===== config.mk =====
export PLATFORM = sky130hd
export DESIGN_NAME = sensor_log_record_deframer_top
export DESIGN_NICKNAME = d
export VERILOG_FILES = /design/src/rtl/sldf_pkg.sv /design/src/rtl/sldf_core.sv /design/src/rtl/sldf_skid.sv /design/src/rtl/sensor_log_record_deframer_top.sv
export SDC_FILE = /design/constraint.sdc
export NUM_CORES = 1
export LEC_CHECK = 0
export ABC_AREA = 1
export BUFFER_PORTS_ARGS = -buffer_cell sky130_fd_sc_hd__buf_2
export CORE_MARGIN = 2
export CORE_UTILIZATION = 50
export DETAILED_ROUTE_END_ITERATION = 8
export PLACE_DENSITY = 0.69
export SLEW_MARGIN = 0
export SYNTH_ARGS = -nofsm -noshare
export SYNTH_HDL_FRONTEND = slang
export SYNTH_SLANG_ARGS = --single-unit

===== constraint.sdc =====
create_clock -name clk -period 2.8 [get_ports clk]
set_input_delay 0.42 -clock clk [delete_from_list [all_inputs] [get_ports clk]]
set_output_delay 0.42 -clock clk [all_outputs]
set_load 0.03 [all_outputs]

===== src/rtl/sldf_pkg.sv =====
// shared types and constants for the sensor log record deframer
package sldf_pkg;

    localparam int unsigned WORD_W = 32;
    localparam int unsigned POS_W  = 8;

    localparam logic [7:0] ESCAPE_CODE = 8'd255;
    localparam logic [7:0] ID_SENSOR   = 8'd20;
    localparam logic [7:0] ID_GNSS     = 8'd30;
    localparam logic [7:0] ID_DGNSS    = 8'd31;
    localparam logic [7:0] MAIN_WORDS  = 8'd13;
    localparam logic [7:0] TAIL_WORDS  = 8'd4;
    localparam logic [7:0] FIX_WORD    = 8'd10;
    localparam logic [WORD_W-1:0] EXT_MIN_LEN = 32'd3;
    localparam logic [POS_W-1:0] POS_MAX = 8'd255;

    typedef enum logic [1:0] {
        PH_HEADER  = 2'd0,
        PH_EXT_ID  = 2'd1,
        PH_EXT_LEN = 2'd2,
        PH_PAYLOAD = 2'd3
    } phase_t;

    typedef enum logic [1:0] {
        CL_UNKNOWN = 2'd0,
        CL_SENSOR  = 2'd1,
        CL_GNSS    = 2'd2,
        CL_DGNSS   = 2'd3
    } rec_class_t;

    typedef enum logic [3:0] {
        KIND_HEADER  = 4'd0,
        KIND_EXT_ID  = 4'd1,
        KIND_EXT_LEN = 4'd2,
        KIND_SENSOR  = 4'd3,
        KIND_GNSS    = 4'd4,
        KIND_TAIL    = 4'd5,
        KIND_SKIP    = 4'd6,
        KIND_ERROR   = 4'd7,
        KIND_IGNORED = 4'd8
    } kind_t;

    typedef struct packed {
        kind_t            word_kind;
        logic [POS_W-1:0] payload_index;
        logic             last_of_record;
        logic             has_fix;
        logic             stopped;
    } result_t;

endpackage


===== src/rtl/sldf_core.sv =====
// record parser state and per-word tagging logic
module sldf_core
    import sldf_pkg::*;
(
    input  logic              clk,
    input  logic              rst_n,
    input  logic              in_valid,
    input  logic [WORD_W-1:0] in_word,
    output result_t           res
);

    phase_t            phase_reg, phase_next;
    logic [WORD_W-1:0] words_left_reg, words_left_next;
    rec_class_t        class_reg, class_next;
    logic [POS_W-1:0]  pos_reg, pos_next;
    logic              fix_seen_reg, fix_seen_next;
    logic              halted_reg, halted_next;

    logic [7:0]        hdr_id;
    logic [7:0]        hdr_len;
    logic [7:0]        hdr_payload;
    logic [WORD_W-1:0] begin_count;
    rec_class_t        begin_class;
    logic              begin_en;
    logic              is_gnss;
    logic              fix_now;

    function automatic rec_class_t classify(input logic [7:0] id, input logic [7:0] payload);
        rec_class_t c;
        c = CL_UNKNOWN;
        if (id == ID_SENSOR && payload >= MAIN_WORDS)
            c = CL_SENSOR;
        else if (id == ID_GNSS && payload >= MAIN_WORDS)
            c = CL_GNSS;
        else if (id == ID_DGNSS && payload >= (MAIN_WORDS + TAIL_WORDS))
            c = CL_DGNSS;
        return c;
    endfunction

    assign hdr_id      = in_word[7:0];
    assign hdr_len     = in_word[15:8];
    assign hdr_payload = hdr_len - 8'd1;
    assign is_gnss     = (class_reg == CL_GNSS) || (class_reg == CL_DGNSS);
    assign fix_now     = (is_gnss && pos_reg == FIX_WORD) ? in_word[24] : fix_seen_reg;

    always_comb
    begin
        phase_next      = phase_reg;
        words_left_next = words_left_reg;
        class_next      = class_reg;
        pos_next        = pos_reg;
        fix_seen_next   = fix_seen_reg;
        halted_next     = halted_reg;
        begin_en        = 1'b0;
        begin_count     = '0;
        begin_class     = CL_UNKNOWN;
        res.word_kind      = KIND_IGNORED;
        res.payload_index  = '0;
        res.last_of_record = 1'b0;
        res.has_fix        = 1'b0;

        if (!halted_reg)
        begin
            unique case (phase_reg)
                PH_HEADER:
                begin
                    if (hdr_id == ESCAPE_CODE && hdr_len == ESCAPE_CODE)
                    begin
                        res.word_kind = KIND_HEADER;
                        phase_next    = PH_EXT_ID;
                    end
                    else if (hdr_len == 8'd0)
                    begin
                        res.word_kind = KIND_ERROR;
                        halted_next   = 1'b1;
                    end
                    else
                    begin
                        res.word_kind = KIND_HEADER;
                        begin_en      = 1'b1;
                        begin_count   = {{(WORD_W-8){1'b0}}, hdr_payload};
                        begin_class   = classify(hdr_id, hdr_payload);
                    end
                end
                PH_EXT_ID:
                begin
                    res.word_kind = KIND_EXT_ID;
                    phase_next    = PH_EXT_LEN;
                end
                PH_EXT_LEN:
                begin
                    if (in_word < EXT_MIN_LEN)
                    begin
                        res.word_kind = KIND_ERROR;
                        halted_next   = 1'b1;
                        phase_next    = PH_HEADER;
                    end
                    else
                    begin
                        res.word_kind = KIND_EXT_LEN;
                        begin_en      = 1'b1;
                        begin_count   = in_word - EXT_MIN_LEN;
                        begin_class   = CL_UNKNOWN;
                    end
                end
                PH_PAYLOAD:
                begin
                    res.payload_index = pos_reg;
                    unique case (class_reg)
                        CL_SENSOR:
                            res.word_kind = (pos_reg < MAIN_WORDS) ? KIND_SENSOR : KIND_SKIP;
                        CL_GNSS:
                            res.word_kind = (pos_reg < MAIN_WORDS) ? KIND_GNSS : KIND_SKIP;
                        CL_DGNSS:
                            res.word_kind = (pos_reg < MAIN_WORDS) ? KIND_GNSS :
                                (pos_reg < (MAIN_WORDS + TAIL_WORDS)) ? KIND_TAIL : KIND_SKIP;
                        default:
                            res.word_kind = KIND_SKIP;
                    endcase
                    fix_seen_next = fix_now;
                    if (pos_reg != POS_MAX)
                        pos_next = pos_reg + 8'd1;
                    if (words_left_reg != '0)
                        words_left_next = words_left_reg - 32'd1;
                    if (words_left_reg <= 32'd1)
                    begin
                        res.last_of_record = 1'b1;
                        res.has_fix        = is_gnss & fix_now;
                        phase_next         = PH_HEADER;
                    end
                end
                default:
                    phase_next = PH_HEADER;
            endcase
        end

        if (begin_en)
        begin
            words_left_next = begin_count;
            class_next      = begin_class;
            pos_next        = '0;
            fix_seen_next   = 1'b0;
            if (begin_count == '0)
            begin
                res.last_of_record = 1'b1;
                phase_next         = PH_HEADER;
            end
            else
            begin
                phase_next = PH_PAYLOAD;
            end
        end

        res.stopped = halted_next;
    end

    always_ff @(posedge clk or negedge rst_n)
    begin
        if (!rst_n)
        begin
            phase_reg      <= PH_HEADER;
            words_left_reg <= '0;
            class_reg      <= CL_UNKNOWN;
            pos_reg        <= '0;
            fix_seen_reg   <= 1'b0;
            halted_reg     <= 1'b0;
        end
        else if (in_valid)
        begin
            phase_reg      <= phase_next;
            words_left_reg <= words_left_next;
            class_reg      <= class_next;
            pos_reg        <= pos_next;
            fix_seen_reg   <= fix_seen_next;
            halted_reg     <= halted_next;
        end
    end

`ifndef SYNTHESIS
    a_halt_sticks: assert property (@(posedge clk) disable iff (!rst_n)
        halted_reg |=> halted_reg)
        else $error("halt released without reset");

    a_payload_count: assert property (@(posedge clk) disable iff (!rst_n)
        (phase_reg == PH_PAYLOAD) |-> (words_left_reg != '0))
        else $error("payload phase with no words left");

    a_error_halts: assert property (@(posedge clk) disable iff (!rst_n)
        (in_valid && res.word_kind == KIND_ERROR) |=> halted_reg)
        else $error("error word did not halt the parser");
`endif

endmodule


===== src/rtl/sldf_skid.sv =====
// output register with skid stage for result transactions
module sldf_skid
    import sldf_pkg::*;
(
    input  logic    clk,
    input  logic    rst_n,
    input  logic    in_valid,
    output logic    in_ready,
    input  result_t in_res,
    output logic    out_valid,
    input  logic    out_ready,
    output result_t out_res
);

    logic    out_valid_reg;
    logic    skid_valid_reg;
    result_t out_res_reg;
    result_t skid_res_reg;
    logic    accept;
    logic    drain;

    assign in_ready  = !skid_valid_reg;
    assign accept    = in_valid && in_ready;
    assign drain     = !out_valid_reg || out_ready;
    assign out_valid = out_valid_reg;
    assign out_res   = out_res_reg;

    always_ff @(posedge clk or negedge rst_n)
    begin
        if (!rst_n)
        begin
            out_valid_reg  <= 1'b0;
            skid_valid_reg <= 1'b0;
        end
        else if (drain)
        begin
            if (skid_valid_reg)
            begin
                out_valid_reg  <= 1'b1;
                skid_valid_reg <= 1'b0;
            end
            else
            begin
                out_valid_reg <= accept;
            end
        end
        else if (accept)
        begin
            skid_valid_reg <= 1'b1;
        end
    end

    always_ff @(posedge clk)
    begin
        if (drain)
            out_res_reg <= skid_valid_reg ? skid_res_reg : in_res;
        else if (accept)
            skid_res_reg <= in_res;
    end

`ifndef SYNTHESIS
    a_skid_behind_out: assert property (@(posedge clk) disable iff (!rst_n)
        skid_valid_reg |-> out_valid_reg)
        else $error("skid entry held with empty output register");

    a_stall_keeps_out: assert property (@(posedge clk) disable iff (!rst_n)
        (out_valid_reg && !out_ready) |=> out_valid_reg)
        else $error("pending result dropped during stall");

    a_skid_refills_out: assert property (@(posedge clk) disable iff (!rst_n)
        (skid_valid_reg && out_ready) |=> (out_valid_reg && !skid_valid_reg))
        else $error("skid entry not moved to output register");
`endif

endmodule


===== src/rtl/sensor_log_record_deframer_top.sv =====
// sensor log record deframer: tags each log word of a stream
//
// input: one 32-bit little-endian log word per s_ transaction
// output: one tag per input word on the m_ channel, in order
//   m_tuser carries the word kind, m_tlast marks the end of a record,
//   m_tdata carries payload index, fix flag and stopped flag
// the tag of a word is offered from the output register, reached via the skid register during a stall
// throughput: one word per cycle while s_tready is high, set by the single parser state update
// a two-entry output buffer (output register plus skid register) lets a
//   new word in while a tag waits; s_tready drops only when both are full
// a stalled receiver holds m_tdata, m_tuser and m_tlast steady until taken
// reset clears the parser to expect a header word and empties the buffer
// a zero header length or an extended length below three stops parsing;
//   every later word is tagged ignored with stopped set until reset
module sensor_log_record_deframer_top
    import sldf_pkg::*;
(
    input  logic        clk,
    input  logic        rst_n,
    input  logic        s_tvalid,
    output logic        s_tready,
    input  logic [31:0] s_tdata,   // [31:0] data_word
    output logic        m_tvalid,
    input  logic        m_tready,
    output logic [15:0] m_tdata,   // [7:0] payload_index, [8] has_fix, [9] stopped, [15:10] zero
    output logic [3:0]  m_tuser,   // [3:0] word_kind
    output logic        m_tlast
);

    logic    accept;
    result_t core_res;
    result_t out_res;

    assign accept = s_tvalid && s_tready;

    sldf_core u_core (
        .clk      (clk),
        .rst_n    (rst_n),
        .in_valid (accept),
        .in_word  (s_tdata),
        .res      (core_res)
    );

    sldf_skid u_skid (
        .clk       (clk),
        .rst_n     (rst_n),
        .in_valid  (s_tvalid),
        .in_ready  (s_tready),
        .in_res    (core_res),
        .out_valid (m_tvalid),
        .out_ready (m_tready),
        .out_res   (out_res)
    );

    assign m_tdata = {6'b0, out_res.stopped, out_res.has_fix, out_res.payload_index};
    assign m_tuser = out_res.word_kind;
    assign m_tlast = out_res.last_of_record;

endmodule


==> metrics, run 1 <==
# rows=40; ys async rst share=0.615; final period utilization=0.900; core area=11900 µm²; Post-synth EDFFs=30; CTS tree=built; Crit path required time=3040 ps; CTS max path bufs=2; crit end category=flip-flop; H-tree depth=3; P_leak=3.38 nW; WS Path Type=flip-flop to flip-flop; chip width=114 µm; clock latency on the worst-skew pair=350 ps; Die ar.=13000 µm²; fmax=397 MHz; crit-path max FO=4; logic gate share of total power=0.455; FF/Latch Area=2100 µm²; synthesis-stage register bit count=78; Die Ht=114 µm; min Tclk post-route=2520 ps; final total power=5.45 mW; Nets=1043; Pint=3.07 mW; P&R area growth vs syn=14.5%; Remaining Overflow, GRT=0; Starting Density=0.509; worst slack at placement=-6.17 ps; Main synth FF type=dfrtp_1; RSZ-0062 raised after global routing=no; largest net degree at the start of global routing=38; area of the multi-input gates=3400 µm²; clock skew=6.67 ps; Syn Inst Count=920; clock slew at reported path FFs=60 ps; worst r2r dst=u_core.phase_reg[0]; # fillers=1209; max-cap violation count=0; total routed wirelength=15700 µm; reg-to-reg slack, setup=280 ps; vias per std cell=5.11; drt first-iter violations=379; share of layout cells above drive strength 1=0.119; post-route ant nets=0; IO Count=59; worst vdd ir=0.513 mV; GPL Wtd Cong=0.932; Synth warnings=0; Clock Sinks=78; net switching power figure=2.38 mW; setup bufs post-CTS=0; HP Class=input pin to flip-flop; # DRC=0; Final Max Slew Viols=0; Clock power frac=0.215; Synth Cell Area=6060 µm²; syn_area_per_cell=6.59 µm²; Total Routing Usage GR=0.261; hold endpoint=u_skid.out_valid; final worst setup slack=281 ps; PortBufs=52; final hold vios=0; Distinct cells, synth=44; root buffer cell=clkbuf_16; Detail Placement HPWL=12500 µm; status=completed; total CTS buffers=9; via count=5860; average wire per standard cell=13.7 µm; Largest register FFs=32; first-pass GRT wire length=27100 µm; endpoints failing setup=0; 1st-pass router iterations=5; R2R Path Start=u_core.words_left_reg[0]; vias in the first global route=5640; Seq/Total Area, Yosys=0.347; Worst Hold Depth=3; CP Launch Type=flip-flop; PwrDens=785 nW/µm²; HP Start=s_tvalid; initial antenna violation count=0; crit path DAT=2760 ps; antenna fix cells=0; Flop pwr share=0.330; cells on worst reg2reg path=13; switch share=0.436
==> cell usage after synthesis (all sizes together), types with 2 or more instances <==
| cell type | number | area (µm²) |
|---|---|---|
| nor3 | 18 | 106 |
| o31ai | 6 | 45.0 |
| nor2 | 161 | 622 |
| buf | 15 | 98.8 |
| o21bai | 4 | 30.0 |
| nand3 | 61 | 330 |
| nand4 | 11 | 68.8 |
| xnor2 | 2 | 17.5 |
| o22ai | 4 | 25.0 |
| o211ai | 2 | 15.0 |
| o21ai | 61 | 305 |
| nor4 | 3 | 18.8 |
| xor2 | 40 | 350 |
| inv | 120 | 453 |
| edfxtp | 30 | 901 |
| ha | 13 | 163 |
| a31oi | 6 | 37.5 |
| nand3b | 2 | 15.0 |
| clkbuf | 9 | 33.8 |
| a21oi | 23 | 119 |
| dfrtp | 48 | 1200 |
| nand2 | 270 | 1030 |
| and2 | 2 | 12.5 |
==> logic make-up (layout without fill, tap and decap cells) <==
| family | count (synthesis) | in the layout | synth area share |
|---|---|---|---|
| compound gates | 112 | 112 | 0.103 |
| xor+xnor | 42 | 42 | 0.0607 |
| fa+ha+maj | 13 | 13 | 0.0268 |
| buf+inv | 144 | 218 | 0.0966 |
| flops | 78 | 78 | 0.347 |
| other cells | 1 | 6 | 0.000618 |
| simple gates | 530 | 530 | 0.365 |
==> metal layers <==
metal,vias up,share of wire,GRT usage
li1,3074,-,-
met1,2608,0.45,0.342
met2,150,0.47,0.433
met3,28,0.050,0.0476
met4,0,0.030,0.0984
met5,-,0,0
==> power by group through the flow <==
| stage | Clock [mW] | Combinational, mW | Sequential [mW] |
|---|---|---|---|
| CTS | 1.21 | 2.47 | 1.79 |
| detailed placement | 0 | 2.45 | 1.81 |
| floorplan | 0 | 1.75 | 1.85 |
| global route | 1.24 | 2.85 | 1.84 |
| finish | 1.17 | 2.48 | 1.80 |
| global placement | 0 | 2.43 | 1.81 |
==> through the flow <==
step | utilization | hold WS (ps) | instances | TNS (ps) | cell area [µm²]
2_1_floorplan | - | 124 | 925 | 0 | 6080
5_1_grt | 0.583 | 361 | 1146 | 0 | 6940
3_5_place_dp | 0.556 | 258 | 1129 | -6.17 | 6620
3_3_place_gp | 0.556 | 257 | 1129 | 0 | 6620
4_1_cts | 0.582 | 330 | 1146 | 0 | 6930
6_report | 0.583 | 339 | 1146 | 0 | 6940
==> area by class of cell <==
class,count,share of cell area
clock buffer,10,0.0330
clock inverter,6,0.0103
inverter,120,0.0652
multi-input combinational,703,0.490
sequential,78,0.303
tap,147,0.0265
timing repair buffer,82,0.0721
==> worst max-delay path, cell delays in order, from the launching register on <==
cell	delay [ps]
dfrtp_1	410
inv_1	130
ha_1	250
nand2_1	130
nor2_2	150
nand3_1	140
nor2_1	160
inv_1	120
a21oi_2	220
o21ai_0	100
a21oi_1	270
o21ai_0	130
o22ai_1	140
inv_1	50
==> placed cells by master, fill, tap and decap left out, types with 3 or more instances in the layout <==
| cell | n |
|---|---|
| nand2_1 | 263 |
| nor2_1 | 155 |
| inv_1 | 117 |
| nand3_1 | 59 |
| o21ai_0 | 58 |
| buf_2 | 52 |
| dfrtp_1 | 48 |
| xor2_1 | 40 |
| edfxtp_1 | 30 |
| buf_4 | 28 |
| a21oi_1 | 21 |
| nor3_1 | 16 |
| ha_1 | 13 |
| nand4_1 | 11 |
| clkbuf_16 | 9 |
| nand2_2 | 7 |
| a31oi_1 | 6 |
| o31ai_1 | 6 |
| conb_1 | 6 |
| nor2_2 | 5 |
| o21bai_1 | 4 |
| o22ai_1 | 4 |
| nor4_1 | 3 |
| o21ai_1 | 3 |
==> how the worst max path moves through the flow <==
stage	from	endpoint	slack [ps]	cells past startpoint
after floorplan	s_tdata[8]	u_skid.out_res[2]	440	17
after global placement	s_tdata[8]	u_skid.out_res[2]	70	16
after detailed placement	s_tdata[0]	u_skid.out_res[2]	-6	19
after CTS	u_core.words_left_reg[0]	u_core.phase_reg[0]	220	13
after global routing	s_tdata[0]	u_skid.out_res[2]	20	19
final	u_core.words_left_reg[0]	u_core.phase_reg[0]	280	13
==> what timing repair did <==
item | 4_1_cts | 5_1_grt
hold buffers | 1 | 0
endpoints found under the setup margin | 0 | 2
endpoints found under the hold margin | 5 | 0
resized for setup | 0 | 3
Note: power is estimated with default switching activity, not from simulation.
==> inputs of run 2 (changes only) <==
- CELL_PAD_IN_SITES_DETAIL_PLACEMENT: default -> 1
- CELL_PAD_IN_SITES_GLOBAL_PLACEMENT: default -> 1
- CORE_UTILIZATION: 50 -> 43
- PLACE_DENSITY: 0.69 -> default
- PLACE_DENSITY_LB_ADDON: default -> 0.1
==> metrics, run 2 (synthesized netlist as in run 1, its figures left out) <==
status=completed; Placed Cells=1157; final period utilization=0.913; HP Class=input pin to async pin; commonest non-fill, non-tap cells in the layout=264 x nand2_1, 155 x nor2_1, 117 x inv_1; Rel. slew slack=0.543; largest net degree at the start of global routing=53; worst slack at placement=17.2 ps; CTS resizes=0; clock slew at reported path FFs=70 ps; Starting Density=0.439; endpoints failing setup=0; setup bufs post-CTS=0; worst-margin pin slew=686 ps; Final Max Slew Viols=0; Final Hold Slack=112 ps; final worst setup slack=243 ps; Final Cell Area=6950 µm²; CP Launch Type=flip-flop; fmax=391 MHz; vias in the first global route=6434; Total Routing Usage GR=0.277; Crit path required time=3040 ps; PwrDens=813 nW/µm²; clock skew=9.81 ps; crit end category=flip-flop; drt first-iter violations=303; min Tclk post-route=2560 ps; Clock Sinks=78; WS Path Type=flip-flop to flip-flop; vias per std cell=5.25; total CTS buffers=9; Nets=1037; post-route ant nets=0; IO Count=59; RSZ-0062 raised after global routing=no; final cell count without fillers=1173; max-cap violation count=0; share of layout cells above drive strength 1=0.115; crit-path max FO=4; chip width=123 µm; PortBufs=52; worst vdd ir=0.338 mV; # DRC=0; CTS max path bufs=2; Detail Placement HPWL=15700 µm; P&R area growth vs syn=14.7%; hold_buf cts=0; GPL Wtd Cong=0.940; # fillers=1857; final core utilization=0.503; crit path DAT=2800 ps; # rows=43; antenna fix cells=0; initial antenna violation count=0; P_leak=3.36 nW; commonest non-fill, non-tap cell in the layout=nand2_1; Fin Setup TNS=0 ps; Die ar.=15100 µm²; Largest register FFs=32; placed inst area=6640 µm²; CTS tree=built; via count=6154; root buffer cell=clkbuf_16; Remaining Overflow, GRT=0; core area=13800 µm²; average wire per standard cell=16.9 µm; final hold vios=0; Die Ht=123 µm; H-tree depth=3; first-pass GRT wire length=32400 µm; clock latency on the worst-skew pair=350 ps; final total power=5.65 mW; total routed wirelength=19800 µm; 1st-pass router iterations=4
-- run 2: worst max-delay path, cell delays in order (launching register included) --
cell	delay (ps)
dfrtp_1	420
inv_1	100
ha_1	230
nand2_1	120
nor2_2	140
nand3_1	120
nor2_1	220
inv_1	130
a21oi_1	260
o21ai_0	160
a21oi_2	250
o21ai_0	120
o22ai_1	140
inv_1	50
-- run 2: worst paths after layout --
path                       slack (ps)                 startpoint  cells after the start                   endpoint
max                               240   u_core.words_left_reg[0]                     13        u_core.phase_reg[0]
min                               110                      rst_n                      1           u_skid.out_valid
max reg2reg                       240   u_core.words_left_reg[0]                     13        u_core.phase_reg[0]
min reg2reg                       530  u_core.words_left_reg[28]                      2  u_core.words_left_reg[28]
max in group asynchronous        2090                      rst_n                      2  u_core.words_left_reg[23]
min in group clk                  370                   s_tvalid                      3           u_skid.out_valid
-- run 2: final cells by class --
class	count	area (µm²)	share of cell area
Tap cell	180	225	0.0324
Multi-Input combinational cell	703	3400	0.489
Clock buffer	9	225	0.0324
Clock inverter	7	81.3	0.0117
Timing Repair Buffer	76	465	0.0669
Inverter	120	453	0.0651
Sequential cell	78	2100	0.302
-- run 2: where the power goes --
| part | switching (mW) | internal (mW) | leakage [nW] |
|---|---|---|---|
| sequential | 0.262 | 1.55 | 0.909 |
| combinational | 1.78 | 0.818 | 2.30 |
| clock | 0.532 | 0.704 | 0.147 |
-- run 2: per-layer routing --
layer / routed length [µm] / track usage / part of all wire / vias to the layer above
li1: - / - / - / 3055
met5: 0 / 0 / 0 / -
met1: 9170 / 0.351 / 0.46 / 2978
met2: 9680 / 0.485 / 0.49 / 85
met3: 427 / 0.0376 / 0.022 / 36
met4: 491 / 0.0905 / 0.025 / 0
==> inputs of run 3 (changes only) <==
- CORE_UTILIZATION: 43 -> 44
- SYNTH_HIERARCHICAL: default -> 1
==> metrics, run 3 <==
status=completed; fmax=393 MHz; max-cap violation count=0; RSZ-0062 raised after global routing=no; final period utilization=0.908; crit-path cells=inv_1 -> ha_1 -> nand2_1 -> nor2_1 -> nand2_1 -> nor2_1 -> nand4_1 -> o41ai_1 -> nand3_1 -> nor3_1 -> nand2_1 -> nand2_1; Flop pwr share=0.289; vias in the first global route=6663; PortBufs=52; # DRC=0; Total Routing Usage GR=0.297; initial antenna violation count=0; core area=13900 µm²; Crit path required time=3010 ps; average wire per standard cell=18.8 µm; # fillers=1875; logic gate share of total power=0.516; IO Count=59; Nets=1031; # rows=43; Yosys top cell area share=0.192; Starting Density=0.451; Die Ht=123 µm; drt first-iter violations=399; 1st-pass router iterations=6; Main synth FF type=dfrtp_1; Final Max Slew Viols=0; P_leak=3.61 nW; PwrDens=882 nW/µm²; net switching power figure=3.05 mW; largest net degree at the start of global routing=29; Die ar.=15200 µm²; CP Launch Type=flip-flop; Synth Cell Area=6270 µm²; HP Class=input pin to async pin; antenna fix cells=0; synthesis-stage register bit count=78; P&R area growth vs syn=14.7%; GPL Wtd Cong=0.942; chip width=123 µm; min Tclk post-route=2540 ps; Most common cell on crit path=nand2_1; Clock Sinks=78; clock latency on the worst-skew pair=350 ps; vias per std cell=5.53; Slowest cell on crit path=dfrtp_1; share of layout cells above drive strength 1=0.140; Final Cell Area=7190 µm²; clock slew at reported path FFs=70 ps; Final Hold Slack=92.9 ps; total CTS buffers=9; worst vdd ir=0.341 mV; crit-path max FO=4; Syn Inst Count=909; post-route ant nets=0; Remaining Overflow, GRT=0; Pint=3.30 mW; Post-synth EDFFs=30; top post-synthesis cells by area=dfrtp_1 19%, nand2_1 15%, edfxtp_1 14%; root buffer cell=clkbuf_16; total routed wirelength=22000 µm; first-pass GRT wire length=34600 µm; top cells by count, synth=247 x nand2_1, 150 x nor2_1, 95 x inv_1, 60 x nand3_1, 48 x dfrtp_1; final core utilization=0.518; clock skew=7.71 ps; leading area contributor after synthesis=dfrtp_1; endpoints failing setup=0; crit end category=flip-flop; syn_area_per_cell=6.89 µm²; setup bufs post-CTS=0; commonest non-fill, non-tap cell in the layout=nand2_1; H-tree depth=3; Clock power frac=0.195; Synth warnings=6; Distinct cells, synth=50; Largest register FFs=32; Rel. slew slack=0.544; worst slack at placement=-294 ps; Detail Placement HPWL=17500 µm; placed inst area=6870 µm²; Critical Path Max Stage Delay=400 ps; final worst setup slack=258 ps; final hold vios=0; switch share=0.480; via count=6462; ys async rst share=0.615; worst-margin pin slew=682 ps; WS Path Type=flip-flop to flip-flop; crit path DAT=2750 ps; most numerous cell in the Yosys netlist=nand2_1; Seq/Total Area, Yosys=0.335; CTS max path bufs=2; CTS tree=built; commonest non-fill, non-tap cells in the layout=247 x nand2_1, 150 x nor2_1, 95 x inv_1
## run 3: cell count changes after synthesis, sizes merged, moves of 10 or more
cell,delta
inv,-24
a21o,+10
nand2,-11
xor2,-10
buf,+12
o21ai,-22
nand4,+15
a21oi,+15
xnor2,+12
## run 3: worst max-delay path, delay by kind of cell (launching register included)
| family | cells | cell delay (ps) |
|---|---|---|
| adders and majority gates | 1 | 290 |
| buffers and inverters | 1 | 120 |
| and+or+nand+nor | 9 | 1430 |
| AOI/OAI and AO/OA | 1 | 190 |
| DFF | 1 | 400 |
## run 3: worst paths after layout
kind / start / endpoint / slack [ps] / cells after the start
worst min register to register: u_skid/skid_res_reg[11] / u_skid/out_res[11] / 520 / 2
worst max-delay path: u_core/words_left_reg[0] / u_skid/out_res[1] / 260 / 12
max in group asynchronous: rst_n / u_core/words_left_reg[26] / 2020 / 2
min in group clk: s_tvalid / u_skid/out_valid / 320 / 3
worst min-delay path: rst_n / u_core/pos_reg[7] / 90 / 1
worst max register to register: u_core/words_left_reg[0] / u_skid/out_res[1] / 260 / 12
## run 3: per-stage QoR
step	cells	power, mW	TNS (ps)
6_report	1168	6.34	0
5_1_grt	1168	6.77	0
4_1_cts	1168	6.30	0
3_5_place_dp	1152	5.04	-992
3_3_place_gp	1152	4.89	-307
2_1_floorplan	914	3.97	0
## run 3: layout make-up
cell class / instances / area (µm²) / area share
clock buffers: 9 / 225 / 0.0313
inverters: 98 / 375 / 0.0522
repair buffers: 92 / 598 / 0.0832
multi-input cells: 704 / 3580 / 0.498
well taps: 180 / 225 / 0.0313
clock inverters: 7 / 81.3 / 0.0113
flip-flops and latches: 78 / 2100 / 0.292
## run 3: cells by family (layout without fill, tap and decap cells)
| logic type | Yosys count | count (layout) | share of synthesized area |
|---|---|---|---|
| fa+ha+maj | 12 | 12 | 0.0240 |
| xor+xnor | 44 | 44 | 0.0615 |
| buf+inv | 132 | 206 | 0.0984 |
| simple gates | 525 | 525 | 0.365 |
| other cells | 1 | 6 | 0.000598 |
| compound gates | 114 | 114 | 0.109 |
| flops | 78 | 78 | 0.335 |
| mux | 3 | 3 | 0.00659 |
## run 3: per-layer routing
metal,part of all wire,track usage,vias to the layer above
met2,0.50,0.526,152
met1,0.44,0.376,3191
met4,0.021,0.0888,0
met3,0.038,0.0387,41
met5,0,0,-
li1,-,-,3078
## run 3: power by group through the flow
stage / Combinational [mW] / Sequential, mW / Clock, mW
2_1_floorplan: 2.14 / 1.82 / 0
3_3_place_gp: 3.07 / 1.82 / 0
3_5_place_dp: 3.19 / 1.85 / 0
4_1_cts: 3.22 / 1.83 / 1.25
5_1_grt: 3.59 / 1.88 / 1.30
6_report: 3.27 / 1.83 / 1.24
## run 3: timing repair
| action | 4_1_cts | 5_1_grt |
|---|---|---|
| resized for setup | 0 | 2 |
| endpoints found under the setup margin | 0 | 5 |
| hold buffers | 0 | 0 |
